$ cat src/design/spq_pkg.sv
// ----------------------------------------------------------------------------
// spq_pkg - shared types and constants for the sorted priority queue
// Item formats, operation and status codes and the control bundle that
// joins the controller to the datapath.
// ----------------------------------------------------------------------------
package spq_pkg;

  localparam int DEPTH = 16;                          // queue slots, 2..31
  localparam int CNT_W = $clog2(DEPTH + 1);           // holds 0..DEPTH
  localparam int CFG_W = 5;                           // capacity register
  localparam int LIM_W = (CNT_W > CFG_W) ? CNT_W : CFG_W;
  localparam int ECNT_W = 5;                          // entry_count field
  localparam int DATA_W = 32;

  localparam logic [CFG_W-1:0] CAP_RESET = CFG_W'(16);

  typedef enum logic [1:0] {
    FN_PUSH  = 2'd0,
    FN_POP   = 2'd1,
    FN_CLEAR = 2'd2,
    FN_NOP   = 2'd3
  } func_t;

  typedef enum logic [1:0] {
    STS_OK        = 2'd0,
    STS_OVERFLOW  = 2'd1,
    STS_UNDERFLOW = 2'd2,
    STS_RSVD      = 2'd3
  } status_t;

  typedef enum logic [1:0] {
    OP_NONE,
    OP_PUSH,
    OP_POP,
    OP_CLEAR
  } op_t;

  typedef enum logic {
    ST_IDLE,
    ST_HOLD
  } ctrl_state_t;

  typedef struct packed {
    func_t              func;
    logic signed [31:0] data_value;
    logic signed [31:0] priority_req;
  } in_item_t;

  typedef struct packed {
    logic signed [31:0] popped_value;
    logic signed [31:0] head_value;
    logic               not_empty;
    logic               is_full;
    logic [4:0]         entry_count;
    status_t            status;
  } out_item_t;

  // controller -> datapath command
  typedef struct packed {
    logic load;   // execute op and capture result this edge
    op_t  op;
  } cmd_t;

endpackage

$ cat src/design/spq_ctrl.sv
// ----------------------------------------------------------------------------
// spq_ctrl - handshake controller for the sorted priority queue
// Decodes the operation, issues one datapath command per accepted item and
// tracks the result register.
// ----------------------------------------------------------------------------
module spq_ctrl (
  input  logic            clk,
  input  logic            rst_n,
  input  logic            in_valid,
  input  spq_pkg::func_t  in_func,
  output logic            in_stall,
  output logic            out_valid,
  input  logic            out_stall,
  output spq_pkg::cmd_t   cmd
);
  import spq_pkg::*;

  ctrl_state_t state_r, state_nxt;
  logic        accept;

  always_ff @(posedge clk) begin
    if (!rst_n) begin
      state_r <= ST_IDLE;
    end else begin
      state_r <= state_nxt;
    end
  end

  always_comb begin
    // result register may refill on the edge it drains
    in_stall  = (state_r == ST_HOLD) && out_stall;
    out_valid = (state_r == ST_HOLD);
    accept    = in_valid && !in_stall;
    state_nxt = state_r;
    cmd.load  = accept;
    case (in_func)
      FN_PUSH:  cmd.op = OP_PUSH;
      FN_POP:   cmd.op = OP_POP;
      FN_CLEAR: cmd.op = OP_CLEAR;
      default:  cmd.op = OP_NONE;
    endcase
    case (state_r)
      ST_IDLE: begin
        if (accept) state_nxt = ST_HOLD;
      end
      ST_HOLD: begin
        if (!accept && !out_stall) state_nxt = ST_IDLE;
      end
      default: state_nxt = ST_IDLE;
    endcase
  end

endmodule

$ cat src/design/spq_datapath.sv
// ----------------------------------------------------------------------------
// spq_datapath - sorted register chain of the priority queue
// Each slot compares its priority with the incoming one and shifts, loads or
// holds; pop shifts the chain toward the front. Result register included.
// ----------------------------------------------------------------------------
module spq_datapath (
  input  logic                         clk,
  input  logic                         rst_n,
  input  spq_pkg::cmd_t                cmd,
  input  spq_pkg::in_item_t            in_item,
  input  logic                         cfg_we,
  input  logic [spq_pkg::CFG_W-1:0]    cfg_wdata,
  output spq_pkg::out_item_t           out_item
);
  import spq_pkg::*;

  logic signed [DATA_W-1:0] val_r [DEPTH];
  logic signed [DATA_W-1:0] pri_r [DEPTH];
  logic signed [DATA_W-1:0] val_nxt [DEPTH];
  logic signed [DATA_W-1:0] pri_nxt [DEPTH];
  logic signed [DATA_W-1:0] val_prev [DEPTH];
  logic signed [DATA_W-1:0] pri_prev [DEPTH];
  logic [CNT_W-1:0]         count_r, count_nxt;
  logic [CFG_W-1:0]         cap_r;
  out_item_t                res_r, res_nxt;

  logic [DEPTH-1:0]         gt;        // slot is valid and ranks behind new item
  logic [DEPTH:0]           gt_below;  // gt of the slot in front
  logic [LIM_W-1:0]         cap_ext, lim, cnt_ext, cnt_nxt_ext;
  logic signed [DATA_W-1:0] popped;
  status_t                  sts;

  always_ff @(posedge clk) begin
    if (!rst_n) begin
      count_r <= '0;
      cap_r   <= CAP_RESET;
    end else begin
      if (cmd.load) count_r <= count_nxt;
      if (cfg_we)   cap_r   <= cfg_wdata;
    end
  end

  always_ff @(posedge clk) begin
    if (cmd.load) begin
      res_r <= res_nxt;
      for (int i = 0; i < DEPTH; i++) begin
        val_r[i] <= val_nxt[i];
        pri_r[i] <= pri_nxt[i];
      end
    end
  end

  always_comb begin
    cap_ext = LIM_W'(cap_r);
    if (cap_ext == '0) begin
      lim = LIM_W'(1);
    end else if (cap_ext > LIM_W'(DEPTH)) begin
      lim = LIM_W'(DEPTH);
    end else begin
      lim = cap_ext;
    end
    cnt_ext = LIM_W'(count_r);

    gt_below[0] = 1'b0;
    val_prev[0] = in_item.data_value;
    pri_prev[0] = in_item.priority_req;
    for (int i = 0; i < DEPTH; i++) begin
      gt[i]         = (CNT_W'(i) < count_r) && (pri_r[i] > in_item.priority_req);
      gt_below[i+1] = gt[i];
    end
    for (int i = 1; i < DEPTH; i++) begin
      val_prev[i] = val_r[i-1];
      pri_prev[i] = pri_r[i-1];
    end

    for (int i = 0; i < DEPTH; i++) begin
      val_nxt[i] = val_r[i];
      pri_nxt[i] = pri_r[i];
    end
    count_nxt = count_r;
    popped    = '0;
    sts       = STS_OK;

    case (cmd.op)
      OP_PUSH: begin
        if (cnt_ext >= lim) begin
          sts = STS_OVERFLOW;
        end else begin
          for (int i = 0; i < DEPTH; i++) begin
            if (gt_below[i]) begin
              val_nxt[i] = val_prev[i];
              pri_nxt[i] = pri_prev[i];
            end else if (gt[i] || (CNT_W'(i) == count_r)) begin
              val_nxt[i] = in_item.data_value;
              pri_nxt[i] = in_item.priority_req;
            end
          end
          count_nxt = count_r + CNT_W'(1);
        end
      end
      OP_POP: begin
        if (count_r == '0) begin
          sts = STS_UNDERFLOW;
        end else begin
          popped = val_r[0];
          for (int i = 0; i < DEPTH - 1; i++) begin
            val_nxt[i] = val_r[i+1];
            pri_nxt[i] = pri_r[i+1];
          end
          count_nxt = count_r - CNT_W'(1);
        end
      end
      OP_CLEAR: count_nxt = '0;
      default:  count_nxt = count_r;
    endcase

    cnt_nxt_ext          = LIM_W'(count_nxt);
    res_nxt.popped_value = popped;
    res_nxt.head_value   = (count_nxt != '0) ? val_nxt[0] : '0;
    res_nxt.not_empty    = (count_nxt != '0);
    res_nxt.is_full      = (cnt_nxt_ext >= lim);
    res_nxt.entry_count  = ECNT_W'(count_nxt);
    res_nxt.status       = sts;
  end

  assign out_item = res_r;

endmodule

$ cat src/design/sorted_priority_queue_top.sv
// ----------------------------------------------------------------------------
// sorted_priority_queue_top - bounded priority queue with sorted insert
// Push, pop and clear on a queue ordered by ascending signed priority, one
// result item per operation.
// ----------------------------------------------------------------------------
// The queue holds up to spq_pkg::DEPTH entries in a chain of registers kept
// sorted by priority (smallest number at the front, ties in arrival order).
// Every accepted item (push, pop, clear, or the unused code as a no-op)
// completes at its acceptance edge: all slots compare against the new priority in
// parallel and shift, load or hold at that edge, so the rate is one item
// per cycle while out_stall does not hold the result register. The result
// sits in an output register from the cycle after acceptance; a new item is taken
// while that result is being taken, and in_stall rises only while a result
// waits under out_stall. cfg_wdata sets the capacity limit (0 acts as 1,
// values above DEPTH act as DEPTH); write it only while the queue is idle.
// Reset empties the queue and sets the limit to 16; no clearing pass is run.
// ----------------------------------------------------------------------------
module sorted_priority_queue_top (
  input  logic                       clk,
  input  logic                       rst_n,
  // operation items
  input  logic                       in_valid,
  output logic                       in_stall,
  input  spq_pkg::in_item_t          in_item,
  // result items
  output logic                       out_valid,
  input  logic                       out_stall,
  output spq_pkg::out_item_t         out_item,
  // capacity limit register
  input  logic                       cfg_we,
  input  logic [spq_pkg::CFG_W-1:0]  cfg_wdata
);
  import spq_pkg::*;

  cmd_t cmd;

  // controller: handshake and op decode
  spq_ctrl u_ctrl (
    .clk       (clk),
    .rst_n     (rst_n),
    .in_valid  (in_valid),
    .in_func   (in_item.func),
    .in_stall  (in_stall),
    .out_valid (out_valid),
    .out_stall (out_stall),
    .cmd       (cmd)
  );

  // datapath: sorted slot chain, limit register, result register
  spq_datapath u_dp (
    .clk       (clk),
    .rst_n     (rst_n),
    .cmd       (cmd),
    .in_item   (in_item),
    .cfg_we    (cfg_we),
    .cfg_wdata (cfg_wdata),
    .out_item  (out_item)
  );

  // count never runs past the slot count
  a_count_bound: assert property (@(posedge clk) disable iff (!rst_n)
    out_valid |-> (out_item.entry_count <= ECNT_W'(DEPTH)))
    else $error("entry count beyond depth");

  // flag and count agree
  a_empty_flag: assert property (@(posedge clk) disable iff (!rst_n)
    out_valid |-> (out_item.not_empty == (out_item.entry_count != '0)))
    else $error("not_empty disagrees with count");

  // a dropped push only happens on a full queue
  a_overflow_full: assert property (@(posedge clk) disable iff (!rst_n)
    (out_valid && out_item.status == STS_OVERFLOW) |-> out_item.is_full)
    else $error("overflow while not full");

  // underflow leaves nothing popped and an empty queue
  a_underflow_empty: assert property (@(posedge clk) disable iff (!rst_n)
    (out_valid && out_item.status == STS_UNDERFLOW)
      |-> (!out_item.not_empty && out_item.popped_value == '0))
    else $error("underflow on non-empty queue");

endmodule

$ cat config.mk
export PLATFORM = sky130hd
export DESIGN_NAME = sorted_priority_queue_top
export DESIGN_NICKNAME = d
export VERILOG_FILES = /design/src/design/spq_pkg.sv /design/src/design/spq_ctrl.sv /design/src/design/spq_datapath.sv /design/src/design/sorted_priority_queue_top.sv
export SDC_FILE = /design/constraint.sdc
export NUM_CORES = 2
export LEC_CHECK = 0
export BUFFER_PORTS_ARGS = -buffer_cell sky130_fd_sc_hd__buf_4
export CORE_UTILIZATION = 49
export DETAILED_ROUTE_END_ITERATION = 12
export SLEW_MARGIN = 30
export SYNTH_ARGS = -nofsm -noshare
export SYNTH_HDL_FRONTEND = slang
export SYNTH_HIERARCHICAL = 1
export SYNTH_SLANG_ARGS = --single-unit
$ cat constraint.sdc
create_clock -name clk -period 17.6 [get_ports clk]
set_input_delay 2.64 -clock clk [delete_from_list [all_inputs] [get_ports clk]]
set_output_delay 2.64 -clock clk [all_outputs]
set_load 0.05 [all_outputs]
==> reports/qor.csv <==
metric,value,unit
status,completed,
Post-synth EDFFs,1097,
worst hold path depth,2,
final setup vio count,0,
combinational share of power,24.8,%
#FFs+latches synth,1108,
Worst path max stage delay,0.78,ns
Leakage,28.4,nW
CTS Buffer Depth,3,
# DRC,0,
clk_skew,0.0289,ns
worst vdd ir,0.0000801,V
Routed WL,283000,µm
final RePlAce weighted congestion,0.992,
synth top area cells,"edfxtp_1, ha_1, a221o_1, nand2_1, mux2i_1",
post-cts sizing count,0,
kind of critical path,input port to flop,
Slew @ Worst Pin,1.24,ns
"Largest delay share family, worst path",simple AND/OR/NAND/NOR gates,
syn_area_per_cell,10.5,µm²
core area,142000,µm²
largest net degree at the start of global routing,227,
layout cell share with drive strength beyond 1,9.43,%
clock share of power,32.8,%
Layout area overhead,9.47,%
Synth Cell Area,70300,µm²
Most common cell on crit path,buf_4,
Final period util,43.3,%
drt pass-1 iters,6,
TritonCTS clock tree,done,
slowest stage cell on the critical path,o2111a_4,
crit-path max FO,38,
I/O Buffers,150,
HPWL after detailed placement,178000,µm
Die Y,381,µm
post-synth top area share,46.9,%
fin. max-slew vios,0,
final core utilization,54.2,%
routed length per instance,33.2,µm
Final ANT Viol Nets,0,
DIE AREA,145000,µm²
"critical path, cell by cell",buf_4 > inv_1 > ha_1 > nand4_1 > or2_2 > nor2_1 > o21ai_0 > a31oi_1 > o211ai_1 > nand2_4 > o2111a_4 > buf_4,
synth unique cells,92,
Placed Area,72900,µm²
max cap viols,0,
Internal,5.32,mW
Syn Nets,7331,
Slew HR,16.6,%
initial antenna violation count,17,
critical path data required time,18.01,ns
Post-synth top cells,"edfxtp_1, nand2_1, a21oi_1",
cts bufs inserted,133,
Layout Nets,7127,
dominant synthesized flop cell,edfxtp_1,
GRT Residual Overflow,0,
Clock Latency Late Sink,0.80,ns
Critical Path Start Type,input port,
setup bufs post-CTS,0,
Yosys warnings,6,
Buf/Inv on CP,3,
vias,61844,
hold crit path type,flop to flop,
data arrival time at the worst-slack endpoint,8.03,ns
Final TNS setup,0,ns
Clock Tree Root,clkbuf_16,
WHS,0.523,ns
row count,138,
I/O pin count,151,
Sw Share,34.2,%
Synth area leader,edfxtp_1,
register area share after synthesis,47.2,%
R2R depth,12,
Final Cell Area,77000,µm²
Initial Util,49.5,%
top-count cell post-synth,edfxtp_1,
vias per std cell,7.27,
DRT iter0 DRCs,10598,
P_sw,2.77,mW
Mapped Cells,6723,
crit path time final,7.62,ns
register share of total power,42.4,%
clock slew at reported path FFs,0.06,ns
H-tree levels,4,
Max Fclk,131,MHz
"Worst Setup Slack, final",9.98,ns
Fin. Hold Viols,0,
stages on the worst setup path,12,
crit end category,flop,
unrepaired setup endpoints after global routing,no,
GR Util All Layers,37.5,%
DIE WIDTH,381,µm
hold buffer count at cts,0,
PD cells,105,nW/µm²
ys async rst share,0,%
Sink Count,1108,
first-pass GRT wire length,403000,µm
vias in the first global route,56702,
"worst slack, placed",9.38,ns
[worst reg2reg max path, delay by kind of cell (launching register included)]
kind	cells	cell delay [ns]
buffers and inverters	5	2.94
AOI/OAI and AO/OA	4	1.43
DFF	1	0.74
and+or+nand+nor	2	0.66
adders and majority gates	1	0.37
[area by class of cell]
class | instances | area [µm²]
antenna | 2 | 5.00
clock buffer | 172 | 3470
clock inverter | 61 | 531
fill | 12428 | 65000
inverter | 71 | 275
multi-input combinational | 4907 | 34700
sequential | 1108 | 33200
tap | 1890 | 2360
timing repair buffer | 298 | 2470
[cell families after synthesis]
| kind of cell | share of synthesized area [%] |
|---|---|
| adder cells (fa/ha/maj) | 9.48 |
| flip-flops | 47.2 |
| XOR/XNOR | 0.0249 |
| multiplexers | 5.21 |
| AND/OR/NAND/NOR | 12.5 |
| buffers and inverters | 4.37 |
| AO/OA/AOI/OAI | 21.3 |
[state kept, by name, indices dropped and copies added (netlist names)]
name / cells
u_dp/cap_ext: 5
u_dp/val_r: 512
u_dp/cnt_ext: 5
u_ctrl/out_valid: 1
u_dp/out_item: 73
u_dp/pri_r: 512
[through the flow]
step,power [mW],std cells
after floorplan,4.68,6723
final,8.09,8509
after global routing,8.31,8508
after CTS,8.01,8505
after global placement,5.34,8264
after detailed placement,5.39,8272
[placed cells by master, fill, tap and decap left out, types with 9 or more instances in the layout]
cell / Yosys / routed
buf_12: 0 / 10
clkbuf_1: 459 / 39
clkinv_2: 0 / 13
and4_1: 10 / 10
o211ai_1: 19 / 19
o21a_1: 26 / 24
and3_1: 105 / 104
a211oi_1: 123 / 123
mux2_2: 64 / 64
edfxtp_1: 1097 / 1097
ha_1: 532 / 531
o31ai_1: 41 / 41
nand3_1: 375 / 374
o221ai_1: 12 / 12
a221oi_1: 40 / 40
clkinv_1: 0 / 29
nor2_1: 170 / 165
inv_1: 70 / 69
dfxtp_1: 11 / 11
o21ai_1: 52 / 50
o21ai_0: 360 / 360
a21o_1: 138 / 136
mux2i_1: 294 / 293
a31oi_1: 19 / 14
buf_6: 28 / 12
o2111a_1: 33 / 32
nor3_2: 1 / 16
nor3_1: 57 / 41
nor2b_1: 26 / 25
or3_1: 9 / 9
nand4_1: 106 / 106
a221o_1: 541 / 540
buf_4: 16 / 270
o311ai_0: 31 / 31
nand2b_1: 16 / 16
and2_1: 34 / 34
clkbuf_16: 0 / 133
a21oi_1: 571 / 568
nand2_1: 954 / 951
nor4_1: 16 / 12
[final timing paths]
path	start	to	slack, ns
worst max register to register	u_dp/cnt_ext[0]	u_dp/pri_r[1][64]	11.29
worst min register to register	u_dp/val_r[1][240]	u_dp/val_r[1][208]	0.52
worst max-delay path	in_item[14]	u_dp/pri_r[1][230]	9.98
worst min-delay path	u_dp/val_r[1][240]	u_dp/val_r[1][208]	0.52
[power groups by stage]
stage	Clock, mW	Combinational, mW	Sequential, mW
final	2.65	2.01	3.43
after global routing	2.76	2.10	3.44
after CTS	2.67	1.93	3.42
after detailed placement	0	1.92	3.47
after global placement	0	1.87	3.47
after floorplan	0	1.21	3.47
[routing by layer]
layer | track usage, % | up-vias | wire length, µm
li1 | - | 25924 | -
met1 | 54.5 | 30205 | 115000
met2 | 49.7 | 5030 | 111000
met3 | 14.0 | 667 | 45200
met4 | 14.3 | 18 | 11300
met5 | 0.496 | - | 185
(Power assumes the default switching activity.)
